### config.mk
export PLATFORM = sky130hd
export DESIGN_NAME = gas_exposure_stel_twa_unit_flat
export DESIGN_NICKNAME = d
export VERILOG_FILES = /design/src/gest_pkg.sv /design/src/gest_if.sv /design/src/gest_div.sv /design/src/gest_window.sv /design/src/gas_exposure_stel_twa_unit.sv /design/src/flat_wrapper.sv
export SDC_FILE = /design/constraint.sdc
export NUM_CORES = 2
export LEC_CHECK = 0
export BUFFER_PORTS_ARGS = -buffer_cell sky130_fd_sc_hd__buf_2
export CORE_UTILIZATION = 25
export CTS_CLUSTER_DIAMETER = 50
export DETAILED_ROUTE_END_ITERATION = 6
export PLACE_DENSITY = 0.45
export SYNTH_ARGS = -nofsm -noshare
export SYNTH_HDL_FRONTEND = slang
export SYNTH_SLANG_ARGS = --single-unit
### constraint.sdc
create_clock -name clk -period 8.77 [get_ports clk]
set_input_delay 1.754 -clock clk [delete_from_list [all_inputs] [get_ports clk]]
set_output_delay 1.754 -clock clk [all_outputs]
set_load 0.05 [all_outputs]
### src/gest_pkg.sv
// Shared types, constants and helper functions of the gas exposure STEL/TWA unit.
package gest_pkg;

    localparam int CONC_W        = 16;
    localparam int LEVEL_W       = 16;
    localparam int TWA_ACC_W     = 20;
    localparam int TWA_SCALE     = 10;
    localparam int TWA_MINUTES   = 15;
    localparam int STEL_EVERY    = 5;
    localparam int PHASE_W       = 3;
    localparam int MINUTE_CNT_W  = 4;

    localparam int DEF_SAMPLES_PER_PERIOD = 60;
    localparam int DEF_WINDOW_PERIODS     = 15;
    localparam int DEF_TWA_WEIGHT         = 32;

    typedef enum logic [3:0] {
        ST_IDLE,
        ST_AVG,
        ST_PREP,
        ST_OLD,
        ST_PART,
        ST_STEL,
        ST_TWA_PREP,
        ST_TWA,
        ST_TWA_LVL,
        ST_EMIT
    } seq_state_t;

    typedef enum logic [1:0] {
        DIV_RECIP,
        DIV_BACK,
        DIV_FIX
    } div_step_t;

    function automatic int gest_max(input int a, input int b);
        return (a > b) ? a : b;
    endfunction

    // Clamp a quotient to the 16-bit level range.
    function automatic logic [LEVEL_W-1:0] sat16(input logic [31:0] v);
        return (v > 32'h0000_FFFF) ? {LEVEL_W{1'b1}} : v[LEVEL_W-1:0];
    endfunction

endpackage

### src/gest_if.sv
// Valid/ready stream interfaces for the sample and result channels.
interface gest_sample_if import gest_pkg::*; ();
    logic              valid;
    logic              ready;
    logic [CONC_W-1:0] concentration;

    modport source (output valid, output concentration, input ready);
    modport sink   (input valid, input concentration, output ready);
endinterface

interface gest_result_if import gest_pkg::*; ();
    logic               valid;
    logic               ready;
    logic [LEVEL_W-1:0] stel_level;
    logic               stel_fresh;
    logic [LEVEL_W-1:0] twa_level;
    logic               twa_fresh;

    modport source (output valid, output stel_level, output stel_fresh,
                    output twa_level, output twa_fresh, input ready);
    modport sink   (input valid, input stel_level, input stel_fresh,
                    input twa_level, input twa_fresh, output ready);
endinterface

### src/gest_div.sv
// Shared constant divider: reciprocal multiply, back-multiply and one correction step.
module gest_div import gest_pkg::*; #(
    parameter int DVD_W = 32,
    parameter int DVS_W = 9
) (
    input  logic             clk,
    input  logic             rst_n,
    input  logic             start,
    input  logic [DVD_W-1:0] dividend,
    input  logic [DVS_W-1:0] divisor,
    input  logic [DVD_W-1:0] recip,
    output logic             busy,
    output logic             done,
    output logic [DVD_W-1:0] quotient
);

    localparam int PROD_W = 2 * DVD_W;

    logic              busy_reg, busy_next;
    logic              done_reg, done_next;
    div_step_t         step_reg, step_next;
    logic [DVD_W-1:0]  dvd_reg, dvd_next;
    logic [DVS_W-1:0]  dvs_reg, dvs_next;
    logic [DVD_W-1:0]  rcp_reg, rcp_next;
    logic [DVD_W-1:0]  quo_reg, quo_next;
    logic [DVD_W-1:0]  rem_reg, rem_next;
    logic [DVD_W-1:0]  mul_a;
    logic [DVD_W-1:0]  mul_b;
    logic [PROD_W-1:0] product;

    // The reciprocal is rounded down, so the first estimate is exact or one short.
    assign mul_a   = (step_reg == DIV_BACK) ? quo_reg : dvd_reg;
    assign mul_b   = (step_reg == DIV_BACK) ? DVD_W'(dvs_reg) : rcp_reg;
    assign product = PROD_W'(mul_a) * PROD_W'(mul_b);

    always_comb
    begin
        busy_next = busy_reg;
        done_next = 1'b0;
        step_next = step_reg;
        dvd_next  = dvd_reg;
        dvs_next  = dvs_reg;
        rcp_next  = rcp_reg;
        quo_next  = quo_reg;
        rem_next  = rem_reg;
        if (start)
        begin
            busy_next = 1'b1;
            step_next = DIV_RECIP;
            dvd_next  = dividend;
            dvs_next  = divisor;
            rcp_next  = recip;
        end
        else if (busy_reg)
        begin
            unique case (step_reg)
                DIV_RECIP:
                begin
                    quo_next  = product[PROD_W-1:DVD_W];
                    step_next = DIV_BACK;
                end

                DIV_BACK:
                begin
                    rem_next  = dvd_reg - product[DVD_W-1:0];
                    step_next = DIV_FIX;
                end

                DIV_FIX:
                begin
                    if (rem_reg >= DVD_W'(dvs_reg))
                    begin
                        quo_next = quo_reg + 1'b1;
                    end
                    busy_next = 1'b0;
                    done_next = 1'b1;
                    step_next = DIV_RECIP;
                end

                default:
                begin
                    busy_next = 1'b0;
                    step_next = DIV_RECIP;
                end
            endcase
        end
    end

    always_ff @(posedge clk or negedge rst_n)
    begin
        if (!rst_n)
        begin
            busy_reg <= 1'b0;
            done_reg <= 1'b0;
            step_reg <= DIV_RECIP;
        end
        else
        begin
            busy_reg <= busy_next;
            done_reg <= done_next;
            step_reg <= step_next;
        end
    end

    always_ff @(posedge clk)
    begin
        dvd_reg <= dvd_next;
        dvs_reg <= dvs_next;
        rcp_reg <= rcp_next;
        quo_reg <= quo_next;
        rem_reg <= rem_next;
    end

    assign busy     = busy_reg;
    assign done     = done_reg;
    assign quotient = quo_reg;

endmodule

### src/gest_window.sv
// Window of period averages as a shift line with a running total.
module gest_window import gest_pkg::*; #(
    parameter int DEPTH = DEF_WINDOW_PERIODS,
    parameter int SUM_W = CONC_W + $clog2(DEF_WINDOW_PERIODS)
) (
    input  logic               clk,
    input  logic               rst_n,
    input  logic               shift_en,
    input  logic [CONC_W-1:0]  shift_data,
    output logic [CONC_W-1:0]  oldest,
    output logic [SUM_W-1:0]   total
);

    logic [CONC_W-1:0] taps_reg [DEPTH];
    logic [SUM_W-1:0]  total_reg, total_next;

    // The total tracks every entry, so the oldest leaves as the newest enters.
    assign total_next = total_reg - SUM_W'(taps_reg[0]) + SUM_W'(shift_data);

    always_ff @(posedge clk or negedge rst_n)
    begin
        if (!rst_n)
        begin
            for (int i = 0; i < DEPTH; i++)
            begin
                taps_reg[i] <= '0;
            end
            total_reg <= '0;
        end
        else if (shift_en)
        begin
            for (int i = 0; i < DEPTH - 1; i++)
            begin
                taps_reg[i] <= taps_reg[i+1];
            end
            taps_reg[DEPTH-1] <= shift_data;
            total_reg         <= total_next;
        end
    end

    assign oldest = taps_reg[0];
    assign total  = total_reg;

endmodule

### src/gas_exposure_stel_twa_unit.sv
// Top level of the gas exposure unit: sequencer around the shared divider and window.
//
//   Channel   Direction  Payload                                        Transfer
//   samples   in         concentration                                  valid && ready
//   results   out        stel_level, stel_fresh, twa_level, twa_fresh   valid && ready
//
// A sample that does not fall on a STEL point goes straight to the emit step. A STEL point
// takes three divisions (oldest share, partial period, window average); the end of a period
// adds the period average division first, and a TWA update a setup step and two more divisions.
// All divisions use the shared reciprocal divider; samples is ready only when idle.
// Reset clears the window, the period sum, the TWA accumulator and the held STEL and TWA levels to zero.
// A result waits in the output register; a stalled results channel holds the next sample
// in its final step until the transfer completes.
module gas_exposure_stel_twa_unit import gest_pkg::*; #(
    parameter int SAMPLES_PER_PERIOD = DEF_SAMPLES_PER_PERIOD,
    parameter int WINDOW_PERIODS     = DEF_WINDOW_PERIODS,
    parameter int TWA_WEIGHT         = DEF_TWA_WEIGHT
) (
    input  logic             clk,
    input  logic             rst_n,
    gest_sample_if.sink      samples,
    gest_result_if.source    results
);

    localparam int IDX_W  = $clog2(SAMPLES_PER_PERIOD);
    localparam int SUM_W  = CONC_W + $clog2(SAMPLES_PER_PERIOD);
    localparam int WIN_W  = CONC_W + $clog2(WINDOW_PERIODS);
    localparam int ACC_W  = CONC_W + $clog2(WINDOW_PERIODS + 2);
    localparam int MUL_W  = CONC_W + IDX_W + 1;
    localparam int T_W    = TWA_ACC_W + $clog2(TWA_WEIGHT) + 1;
    localparam int DVD_W  = gest_max(gest_max(SUM_W + 1, MUL_W),
                                     gest_max(gest_max(ACC_W, T_W), TWA_ACC_W));
    localparam int DVS_W  = gest_max(gest_max($clog2(SAMPLES_PER_PERIOD + 1),
                                              $clog2(WINDOW_PERIODS + 1)),
                                     gest_max($clog2(TWA_WEIGHT + 1),
                                              $clog2(TWA_SCALE + 1)));
    localparam int HALF_S = SAMPLES_PER_PERIOD / 2;
    localparam int HALF_W = WINDOW_PERIODS / 2;

    // Reciprocals of the fixed divisors, scaled by 2^DVD_W and rounded down.
    localparam longint unsigned RCP_PER = (64'd1 << DVD_W) / SAMPLES_PER_PERIOD;
    localparam longint unsigned RCP_WIN = (64'd1 << DVD_W) / WINDOW_PERIODS;
    localparam longint unsigned RCP_WT  = (64'd1 << DVD_W) / TWA_WEIGHT;
    localparam longint unsigned RCP_SCL = (64'd1 << DVD_W) / TWA_SCALE;

    seq_state_t               state_reg, state_next;
    logic [SUM_W-1:0]         minute_sum_reg, minute_sum_next;
    logic [IDX_W-1:0]         idx_reg, idx_next;
    logic [PHASE_W-1:0]       phase_reg, phase_next;
    logic [MINUTE_CNT_W-1:0]  minutes_reg, minutes_next;
    logic [ACC_W-1:0]         acc_reg, acc_next;
    logic [LEVEL_W-1:0]       stel_hold_reg, stel_hold_next;
    logic [TWA_ACC_W-1:0]     twa_accum_reg, twa_accum_next;
    logic [LEVEL_W-1:0]       twa_hold_reg, twa_hold_next;
    logic                     stel_fresh_reg, stel_fresh_next;
    logic                     twa_fresh_reg, twa_fresh_next;
    logic                     out_valid_reg, out_valid_next;
    logic [LEVEL_W-1:0]       out_stel_reg, out_stel_next;
    logic                     out_stel_fresh_reg, out_stel_fresh_next;
    logic [LEVEL_W-1:0]       out_twa_reg, out_twa_next;
    logic                     out_twa_fresh_reg, out_twa_fresh_next;

    logic                     div_start;
    logic [DVD_W-1:0]         div_dividend;
    logic [DVS_W-1:0]         div_divisor;
    logic [DVD_W-1:0]         div_recip;
    logic                     div_busy;
    logic                     div_done;
    logic [DVD_W-1:0]         div_quotient;

    logic                     shift_en;
    logic [CONC_W-1:0]        shift_data;
    logic [CONC_W-1:0]        oldest;
    logic [WIN_W-1:0]         win_total;

    logic [SUM_W-1:0]         sum_inc;
    logic [IDX_W:0]           idx_inc;
    logic [IDX_W:0]           remaining;
    logic [MUL_W-1:0]         old_prod;
    logic [T_W-1:0]           twa_t;
    logic                     sample_xfer;

    gest_div #(
        .DVD_W (DVD_W),
        .DVS_W (DVS_W)
    ) u_div (
        .clk      (clk),
        .rst_n    (rst_n),
        .start    (div_start),
        .dividend (div_dividend),
        .divisor  (div_divisor),
        .recip    (div_recip),
        .busy     (div_busy),
        .done     (div_done),
        .quotient (div_quotient)
    );

    gest_window #(
        .DEPTH (WINDOW_PERIODS),
        .SUM_W (WIN_W)
    ) u_window (
        .clk        (clk),
        .rst_n      (rst_n),
        .shift_en   (shift_en),
        .shift_data (shift_data),
        .oldest     (oldest),
        .total      (win_total)
    );

    assign samples.ready = (state_reg == ST_IDLE);
    assign sample_xfer   = samples.valid && samples.ready;

    assign sum_inc   = minute_sum_reg + SUM_W'(samples.concentration);
    assign idx_inc   = {1'b0, idx_reg} + 1'b1;
    assign remaining = (IDX_W+1)'(SAMPLES_PER_PERIOD) - {1'b0, idx_reg};
    assign old_prod  = MUL_W'(oldest) * MUL_W'(remaining);
    assign twa_t     = T_W'(twa_accum_reg) * T_W'(TWA_WEIGHT - 1)
                     + T_W'(stel_hold_reg) * T_W'(TWA_SCALE);

    always_comb
    begin
        state_next          = state_reg;
        minute_sum_next     = minute_sum_reg;
        idx_next            = idx_reg;
        phase_next          = phase_reg;
        minutes_next        = minutes_reg;
        acc_next            = acc_reg;
        stel_hold_next      = stel_hold_reg;
        twa_accum_next      = twa_accum_reg;
        twa_hold_next       = twa_hold_reg;
        stel_fresh_next     = stel_fresh_reg;
        twa_fresh_next      = twa_fresh_reg;
        out_valid_next      = out_valid_reg;
        out_stel_next       = out_stel_reg;
        out_stel_fresh_next = out_stel_fresh_reg;
        out_twa_next        = out_twa_reg;
        out_twa_fresh_next  = out_twa_fresh_reg;
        div_start           = 1'b0;
        div_dividend        = '0;
        div_divisor         = '0;
        div_recip           = '0;
        shift_en            = 1'b0;
        shift_data          = '0;

        if (out_valid_reg && results.ready)
        begin
            out_valid_next = 1'b0;
        end

        unique case (state_reg)
            ST_IDLE:
            begin
                if (samples.valid)
                begin
                    stel_fresh_next = 1'b0;
                    twa_fresh_next  = 1'b0;
                    if (idx_inc == (IDX_W+1)'(SAMPLES_PER_PERIOD))
                    begin
                        // Period complete: rounded average of the full sum.
                        div_start       = 1'b1;
                        div_dividend    = DVD_W'(sum_inc) + DVD_W'(HALF_S);
                        div_divisor     = DVS_W'(SAMPLES_PER_PERIOD);
                        div_recip       = DVD_W'(RCP_PER);
                        minute_sum_next = '0;
                        idx_next        = '0;
                        phase_next      = '0;
                        minutes_next    = minutes_reg + 1'b1;
                        state_next      = ST_AVG;
                    end
                    else
                    begin
                        minute_sum_next = sum_inc;
                        idx_next        = idx_inc[IDX_W-1:0];
                        if (phase_reg == PHASE_W'(STEL_EVERY - 1))
                        begin
                            phase_next = '0;
                            state_next = ST_PREP;
                        end
                        else
                        begin
                            phase_next = phase_reg + 1'b1;
                            state_next = ST_EMIT;
                        end
                    end
                end
            end

            ST_AVG:
            begin
                if (div_done)
                begin
                    shift_en   = 1'b1;
                    shift_data = sat16(32'(div_quotient));
                    state_next = ST_PREP;
                end
            end

            ST_PREP:
            begin
                // Share of the oldest period that still lies inside the window.
                div_start    = 1'b1;
                div_dividend = DVD_W'(old_prod);
                div_divisor  = DVS_W'(SAMPLES_PER_PERIOD);
                div_recip    = DVD_W'(RCP_PER);
                state_next   = ST_OLD;
            end

            ST_OLD:
            begin
                if (div_done)
                begin
                    acc_next     = ACC_W'(win_total) - ACC_W'(oldest)
                                 + ACC_W'(div_quotient);
                    div_start    = 1'b1;
                    div_dividend = DVD_W'(minute_sum_reg);
                    div_divisor  = DVS_W'(SAMPLES_PER_PERIOD);
                    div_recip    = DVD_W'(RCP_PER);
                    state_next   = ST_PART;
                end
            end

            ST_PART:
            begin
                if (div_done)
                begin
                    div_start    = 1'b1;
                    div_dividend = DVD_W'(acc_reg) + div_quotient + DVD_W'(HALF_W);
                    div_divisor  = DVS_W'(WINDOW_PERIODS);
                    div_recip    = DVD_W'(RCP_WIN);
                    state_next   = ST_STEL;
                end
            end

            ST_STEL:
            begin
                if (div_done)
                begin
                    stel_hold_next  = sat16(32'(div_quotient));
                    stel_fresh_next = 1'b1;
                    if (minutes_reg == MINUTE_CNT_W'(TWA_MINUTES))
                    begin
                        state_next = ST_TWA_PREP;
                    end
                    else
                    begin
                        state_next = ST_EMIT;
                    end
                end
            end

            ST_TWA_PREP:
            begin
                div_start    = 1'b1;
                div_dividend = DVD_W'(twa_t);
                div_divisor  = DVS_W'(TWA_WEIGHT);
                div_recip    = DVD_W'(RCP_WT);
                state_next   = ST_TWA;
            end

            ST_TWA:
            begin
                if (div_done)
                begin
                    twa_accum_next = div_quotient[TWA_ACC_W-1:0];
                    div_start      = 1'b1;
                    div_dividend   = DVD_W'(div_quotient[TWA_ACC_W-1:0]);
                    div_divisor    = DVS_W'(TWA_SCALE);
                    div_recip      = DVD_W'(RCP_SCL);
                    state_next     = ST_TWA_LVL;
                end
            end

            ST_TWA_LVL:
            begin
                if (div_done)
                begin
                    twa_hold_next  = sat16(32'(div_quotient));
                    twa_fresh_next = 1'b1;
                    minutes_next   = '0;
                    state_next     = ST_EMIT;
                end
            end

            ST_EMIT:
            begin
                if (!out_valid_reg || results.ready)
                begin
                    out_valid_next      = 1'b1;
                    out_stel_next       = stel_hold_reg;
                    out_stel_fresh_next = stel_fresh_reg;
                    out_twa_next        = twa_hold_reg;
                    out_twa_fresh_next  = twa_fresh_reg;
                    state_next          = ST_IDLE;
                end
            end

            default:
            begin
                state_next = ST_IDLE;
            end
        endcase
    end

    always_ff @(posedge clk or negedge rst_n)
    begin
        if (!rst_n)
        begin
            state_reg      <= ST_IDLE;
            minute_sum_reg <= '0;
            idx_reg        <= '0;
            phase_reg      <= '0;
            minutes_reg    <= '0;
            stel_hold_reg  <= '0;
            twa_accum_reg  <= '0;
            twa_hold_reg   <= '0;
            stel_fresh_reg <= 1'b0;
            twa_fresh_reg  <= 1'b0;
            out_valid_reg  <= 1'b0;
        end
        else
        begin
            state_reg      <= state_next;
            minute_sum_reg <= minute_sum_next;
            idx_reg        <= idx_next;
            phase_reg      <= phase_next;
            minutes_reg    <= minutes_next;
            stel_hold_reg  <= stel_hold_next;
            twa_accum_reg  <= twa_accum_next;
            twa_hold_reg   <= twa_hold_next;
            stel_fresh_reg <= stel_fresh_next;
            twa_fresh_reg  <= twa_fresh_next;
            out_valid_reg  <= out_valid_next;
        end
    end

    always_ff @(posedge clk)
    begin
        acc_reg            <= acc_next;
        out_stel_reg       <= out_stel_next;
        out_stel_fresh_reg <= out_stel_fresh_next;
        out_twa_reg        <= out_twa_next;
        out_twa_fresh_reg  <= out_twa_fresh_next;
    end

    assign results.valid      = out_valid_reg;
    assign results.stel_level = out_stel_reg;
    assign results.stel_fresh = out_stel_fresh_reg;
    assign results.twa_level  = out_twa_reg;
    assign results.twa_fresh  = out_twa_fresh_reg;

    // A TWA update only happens at a period boundary, which is always a STEL point.
    a_twa_implies_stel: assert property (@(posedge clk) disable iff (!rst_n)
        results.valid && results.twa_fresh |-> results.stel_fresh)
        else $error("TWA update without STEL update");

    a_phase_aligned: assert property (@(posedge clk) disable iff (!rst_n)
        idx_reg == '0 |-> phase_reg == '0)
        else $error("STEL phase out of step with sample index");

    a_index_range: assert property (@(posedge clk) disable iff (!rst_n)
        {1'b0, idx_reg} < (IDX_W+1)'(SAMPLES_PER_PERIOD))
        else $error("sample index beyond period length");

    a_div_not_busy: assert property (@(posedge clk) disable iff (!rst_n)
        div_start |-> !div_busy)
        else $error("divider started while busy");

    a_sample_starts_work: assert property (@(posedge clk) disable iff (!rst_n)
        sample_xfer |=> state_reg != ST_IDLE)
        else $error("accepted sample left no work");

endmodule

### src/flat_wrapper.sv
// flat-port wrapper written by rule: the top's interface ports become plain ports
module gas_exposure_stel_twa_unit_flat import gest_pkg::*;
#(
    parameter int SAMPLES_PER_PERIOD = DEF_SAMPLES_PER_PERIOD,
    parameter int WINDOW_PERIODS     = DEF_WINDOW_PERIODS,
    parameter int TWA_WEIGHT         = DEF_TWA_WEIGHT
)
  (clk, rst_n, samples_valid, samples_concentration, samples_ready, results_valid, results_stel_level, results_stel_fresh, results_twa_level, results_twa_fresh, results_ready);
  gest_sample_if samples_i ();
  gest_result_if results_i ();
  input  logic clk;
  input  logic rst_n;
  input wire logic [$bits(samples_i.valid)-1:0] samples_valid;
  input wire logic [$bits(samples_i.concentration)-1:0] samples_concentration;
  output wire logic [$bits(samples_i.ready)-1:0] samples_ready;
  output wire logic [$bits(results_i.valid)-1:0] results_valid;
  output wire logic [$bits(results_i.stel_level)-1:0] results_stel_level;
  output wire logic [$bits(results_i.stel_fresh)-1:0] results_stel_fresh;
  output wire logic [$bits(results_i.twa_level)-1:0] results_twa_level;
  output wire logic [$bits(results_i.twa_fresh)-1:0] results_twa_fresh;
  input wire logic [$bits(results_i.ready)-1:0] results_ready;
  assign samples_i.valid = samples_valid;
  assign samples_i.concentration = samples_concentration;
  assign samples_ready = samples_i.ready;
  assign results_valid = results_i.valid;
  assign results_stel_level = results_i.stel_level;
  assign results_stel_fresh = results_i.stel_fresh;
  assign results_twa_level = results_i.twa_level;
  assign results_twa_fresh = results_i.twa_fresh;
  assign results_i.ready = results_ready;
  gas_exposure_stel_twa_unit #(.SAMPLES_PER_PERIOD(SAMPLES_PER_PERIOD), .WINDOW_PERIODS(WINDOW_PERIODS), .TWA_WEIGHT(TWA_WEIGHT)) u_core (.clk(clk), .rst_n(rst_n), .samples(samples_i), .results(results_i));
endmodule
After elaboration in Yosys (flattened, before gate mapping)
Cells that the tools add are included.
Cells by class
  $add $sub $neg: 15
  multipliers: 4
  order comparisons: 2
  eq/ne operators: 24
  multiplexer cells: 66
  bitwise gates (word level): 1
  reductions and logical operators: 24
Operator list (count)
  $pmux W26 S6: 2
  $mux W26: 7
  $mux W4: 16
  $mul A26 B26 Y52: 1
  $pmux W26 S2: 1
  $mux W16: 3
  $mux W23: 2
  $mux W22: 2
  $mux W21: 2
  $pmux W4 S10: 1
  $pmux W6 S6: 1
  $add A21 B26 Y26: 1
  $add A25 B20 Y26: 1
  $add A26 B1 Y26 const B: 1
  $add A26 B3 Y26 const B: 1
  $ge A26 B6 Y1: 1
  $gt A26 B16 Y1 const B: 1
  $sub A26 B26 Y26: 1
  $mul A20 B5 Y25 const B: 1
  $mux W6: 4
  $add A22 B5 Y23 const B: 1
  $mul A16 B7 Y23: 1
  $add A22 B16 Y22: 1
  $add A21 B21 Y21: 1
  other kinds (39): 82
Storage, ports and cells
  flip-flop bits (word level): 523
  output and inout port bits: 36
  logic and storage cells: 176

Depth between registers and ports, before layout
  word-level depth: 7
  depth in mapped cells: 36
  depth with buffers taken out: 34

Cells and area by module
Synthesis repeated with hierarchy kept, for this count alone.
Second synthesis, totals
  cell total of the unflattened synthesis: 5898
  area, all modules: 57254.9 um^2
Modules (own cells, without submodules)
  gest_div: instances 1, cells an instance 3073, area each 28029.4 um^2, seq. area each 3403.3 um^2
  gas_exposure_stel_twa_unit: instances 1, cells an instance 2030, area each 18006.0 um^2, seq. area each 4003.8 um^2
  gest_window: instances 1, cells an instance 795, area each 11219.5 um^2, seq. area each 6506.2 um^2

Worst setup path after synthesis
OpenSTA, ideal clock, no wires.
  path kind: reg2reg
  from: reg u_core.u_div.step_reg[0]
  to: reg u_core.u_div.rem_reg[25], data pin
  arrival time: 8026 ps
  data required time: 8508 ps
  setup slack: 482 ps
  stages on the path, launching flop included: 34
  path buffers: 4
  clock period less this slack: 8288 ps
  cell sequence: dfrtp_1 -> nor2b_1 -> clkbuf_1 -> buf_1 -> nor2_1 -> clkbuf_1 -> buf_1 -> nand2_1 -> fa_1 -> inv_1 -> fa_1 -> inv_1 -> fa_1 -> fa_1 -> fa_1 -> inv_1 -> fa_1 -> inv_1 -> fa_1 -> inv_1 -> ha_1 -> inv_1 -> o21ai_0 -> a21oi_1 -> nor2_1 -> o21ai_2 -> or2b_1 -> xnor2_1 -> ha_1 -> or3_1 -> or3_1 -> a31o_2 -> a21oi_1 -> xor2_1
Between the ends
  cells in the longest elaborated chain, start to end: 4
  elaborated cells on any way between the ends: 5
RTL lines
  from (decl): line gest_div.sv:21  | div_step_t step_reg, step_next;
  from (signal assigned): line gest_div.sv:101  | step_reg <= step_next;
  $eq A2 B1 Y1 (*): line gest_div.sv:32, gest_div.sv:33
  $mux W26 (on tied branches): line gest_div.sv:32, gest_div.sv:33
  $mul A26 B26 Y52 (*): line gest_div.sv:34  | assign product = PROD_W'(mul_a) * PROD_W'(mul_b);
  $sub A26 B26 Y26 (*): line gest_div.sv:65  | rem_next = dvd_reg - product[DVD_W-1:0];
  to (signal assigned): line gest_div.sv:111  | rem_reg <= rem_next;
  to (decl): line gest_div.sv:26  | logic [DVD_W-1:0] rem_reg, rem_next;
Every way passes the cells marked *; elsewhere a longest branch is shown, timed or not.
A chain may end at the register's enable or synchronous reset.

Final worst setup path
  from: reg u_core.u_div.step_reg[1]
  to: reg u_core.u_div.quo_reg[25] (netlist: u_core.u_div.quotient[25]), data pin
Between the ends
  cells in the longest elaborated chain, start to end: 4
  elaborated cells on any way between the ends: 7
RTL lines
  $eq A2 B1 Y1: line gest_div.sv:32, gest_div.sv:33
  $mux W26 (on tied branches): line gest_div.sv:32, gest_div.sv:33
  $mul A26 B26 Y52: line gest_div.sv:34
  $pmux W26 S2 (*): line gest_div.sv:56  | unique case (step_reg)
  to (signal assigned): line gest_div.sv:110  | quo_reg <= quo_next;
  to (decl): line gest_div.sv:25  | logic [DVD_W-1:0] quo_reg, quo_next;
Marks and branches as above.

==> flow_metrics.env <==
export IMPL_pin_count_of_the_biggest_net_entering_global_routing=210
export IMPL_cpPeakStageDelay_ps=590
export IMPL_mappedNetlistNets=6730
export IMPL_synth_seq_area_share_pct=26.07
export IMPL_num_vias=38220
export IMPL_max_slew_margin_pct=23.90
export IMPL_path_delay_family="adder cells"
export IMPL_antenna_violating_nets_post_route=0
export IMPL_top_cells_by_area_synth="sky130_fd_sc_hd__fa_1 (23%), sky130_fd_sc_hd__dfrtp_1 (18%), sky130_fd_sc_hd__ha_1 (13%), sky130_fd_sc_hd__edfxtp_1 (8.4%), sky130_fd_sc_hd__nand2_1 (8.1%)"
export IMPL_largest_register_ff_count=224
export IMPL_synth_yosys_warnings=0
export IMPL_worst_ep_arrival_time_ps=8830
export IMPL_netlist_top_cell_by_area="sky130_fd_sc_hd__fa_1"
export IMPL_run_status="finished clean"
export IMPL_synthArstFlopShare_pct=71.74
export IMPL_cts_num_sinks=499
export IMPL_number_of_antenna_violations_at_the_first_check_in_global_routing=6
export IMPL_detailedPlace_worstSlack_ps=274.5
export IMPL_critPathBufInv=7
export IMPL_groute_usage_overall_pct=16.58
export IMPL_io_buffers=55
export IMPL_timing_critical_path_from_type="flip-flop"
export IMPL_worst_setup_path_startpoint="u_core.u_div.step_reg[1]"
export IMPL_vias_in_the_first_global_route=40030
export IMPL_fmax_ghz=0.1190
export IMPL_setup_violations=0
export IMPL_maxCapViolCount=0
export IMPL_average_via_count_per_standard_cell=4.537
export IMPL_path_common_cell="sky130_fd_sc_hd__fa_1"
export IMPL_timing_setup_critical_path_class="flip-flop to flip-flop"
export IMPL_wl_per_cell_um=19.98
export IMPL_final_min_clock_period_ps=8402
export IMPL_worst_slew_pin_slew_ps=1138
export IMPL_core_area_um2=200500
export IMPL_layout_area_overhead_vs_synth_pct=13.85
export IMPL_finalNetCount=6823
export IMPL_die_width_um=451.9
export IMPL_gpl_final_weighted_congestion=0.9221
export IMPL_root_buffer="sky130_fd_sc_hd__clkbuf_16"
export IMPL_fin_util_pct=28.74
export IMPL_worstHoldStart="u_core.u_window.taps_reg[94]"
export IMPL_initialDrtViolationCount=2716
export IMPL_layout_setup_ws_ps=368.3
export IMPL_ios=56
export IMPL_slew_viol_final=0
export IMPL_synth_edff_count=141
export IMPL_netlist_instances=5604
export IMPL_drt_pre_antenna_iters=7
export IMPL_final_routed_drc_violation_total=0
export IMPL_crit_required_ps=9190
export IMPL_ctsHoldBuffers=0
export IMPL_path_max_fanout=10
export IMPL_die_h_um=451.9
export IMPL_htreeDepth=3
export IMPL_drt_total_wl_um=168300
export IMPL_worst_r2r_startpoint="u_core.u_div.step_reg[1]"
export IMPL_worst_skew_pair_late_latency_ps=710
export IMPL_post_synth_most_frequent_cells="sky130_fd_sc_hd__nand2_1 (1086), sky130_fd_sc_hd__inv_1 (1014), sky130_fd_sc_hd__fa_1 (576)"
export IMPL_synth_area_um2=50610
export IMPL_period_share_pct=95.80
export IMPL_cts_made_buffers=79
export IMPL_tritoncts="done"
export IMPL_timing_hold_worst_class="flip-flop to flip-flop"
export IMPL_grt_first_pass_wirelength_um=255500
export IMPL_postSynthRegisterBits=499
export IMPL_initial_utilization_pct=25.25
export IMPL_grt_ovfl_total=0
export IMPL_netlist_area_leader_share_pct=22.78
export IMPL_number_of_unique_standard_cell_types_used_by_synthesis=92
export IMPL_syn_avg_cell_area_um2=9.031
export IMPL_place_hpwl_um=136200
export IMPL_fin_worst_hold_slack_ps=429.8
export IMPL_rows=164
export IMPL_clk_path_buf_depth=3
export IMPL_timing_setup_tns_ps=0
export IMPL_final_hold_viol_count=0
export IMPL_design_die_area_um2=204200
export IMPL_critPathCaptureType="flip-flop"
export IMPL_cell_with_the_most_instances_after_synthesis="sky130_fd_sc_hd__nand2_1"
export IMPL_worst_clock_skew_ps=58.24
export IMPL_critical_path_slowest_cell="sky130_fd_sc_hd__and2_1"
export IMPL_synth_main_ff_cell="sky130_fd_sc_hd__dfrtp_1"
export IMPL_clk_transition_reported_paths_ps=60
export IMPL_drive_above_1_share_pct=6.922
export IMPL_grt_setup_unrepaired="false"
## cell type report
cell class | instances | area, um^2
Antenna cell | 3 | 7.507
Clock buffer | 93 | 2133
Clock inverter | 55 | 747.0
Fill cell | 21240 | 142900
Inverter | 1016 | 3814
Multi-Input combinational cell | 3908 | 33040
Sequential cell | 499 | 13190
Tap cell | 2656 | 3323
Timing Repair Buffer | 193 | 1363
## worst reg2reg max path: cells and delay by family, from the launching register on
family / cells / cell delay (ps)
adders and majority gates: 8 / 4050
buffers and inverters: 7 / 760
DFF: 1 / 450
AOI/OAI and AO/OA: 9 / 1900
and+or+nand+nor: 4 / 970
## metrics by stage
stage                     std cells  instance area (um^2)
after CTS                      8417                 57560
final                          8423                 57620
after global placement         8269                 54680
after detailed placement       8269                 54680
after global routing           8420                 57610
after floorplan                5604                 50610
## cell families (layout without fill, tap and decap cells)
| family | count (synthesis) | count (layout) | share of synthesized area (%) |
|---|---|---|---|
| fa+ha+maj | 1106 | 1106 | 35.89 |
| simple gates | 1781 | 1781 | 15.00 |
| other cells | 0 | 3 | 0 |
| xor+xnor | 227 | 227 | 3.958 |
| flops | 499 | 499 | 26.07 |
| buf+inv | 1197 | 1357 | 8.878 |
| mux | 44 | 44 | 0.8801 |
| compound gates | 750 | 750 | 9.333 |
## worst paths after layout
path                                            endpoint  slack [ps]  cells past startpoint
setup / recovery               u_core.u_div.quotient[25]         370                     28
hold / removal             u_core.u_window.taps_reg[110]         430                      2
setup reg to reg               u_core.u_div.quotient[25]         370                     28
hold reg to reg            u_core.u_window.taps_reg[110]         430                      2
max in group asynchronous       u_core.u_div.step_reg[0]        6190                      2
min in group asynchronous  u_core.u_window.taps_reg[125]        1060                      1
## what timing repair did
action / CTS / global route
setup buffers: 0 / 3
resized for setup: 0 / 12
setup endpoints to repair: 0 / 5
## cell usage in the layout (no fill, tap or decap), types with 54 or more instances in the layout
cell type and instances:
sky130_fd_sc_hd__a21oi_1 184, sky130_fd_sc_hd__nand3_1 55, sky130_fd_sc_hd__nand2_1 1085, sky130_fd_sc_hd__buf_4 134, sky130_fd_sc_hd__nor2_1 298, sky130_fd_sc_hd__and3_1 64
sky130_fd_sc_hd__edfxtp_1 141, sky130_fd_sc_hd__xor2_1 77, sky130_fd_sc_hd__clkbuf_16 82, sky130_fd_sc_hd__buf_2 54, sky130_fd_sc_hd__xnor2_1 145, sky130_fd_sc_hd__ha_1 530
sky130_fd_sc_hd__inv_1 1013, sky130_fd_sc_hd__a21o_1 72, sky130_fd_sc_hd__dfrtp_1 357, sky130_fd_sc_hd__fa_1 576, sky130_fd_sc_hd__o21ai_0 215, sky130_fd_sc_hd__nor3_1 57
## metal layers
layer  global-route usage (%)  routed length (um)
met1                    22.23               75830
met2                    27.79               79800
met3                    2.161                7685
met4                    4.762                4982
met5                        0                  19
Power is not shown: default switching activity piles up to over one toggle a cycle in this logic, so the estimate is an artifact.
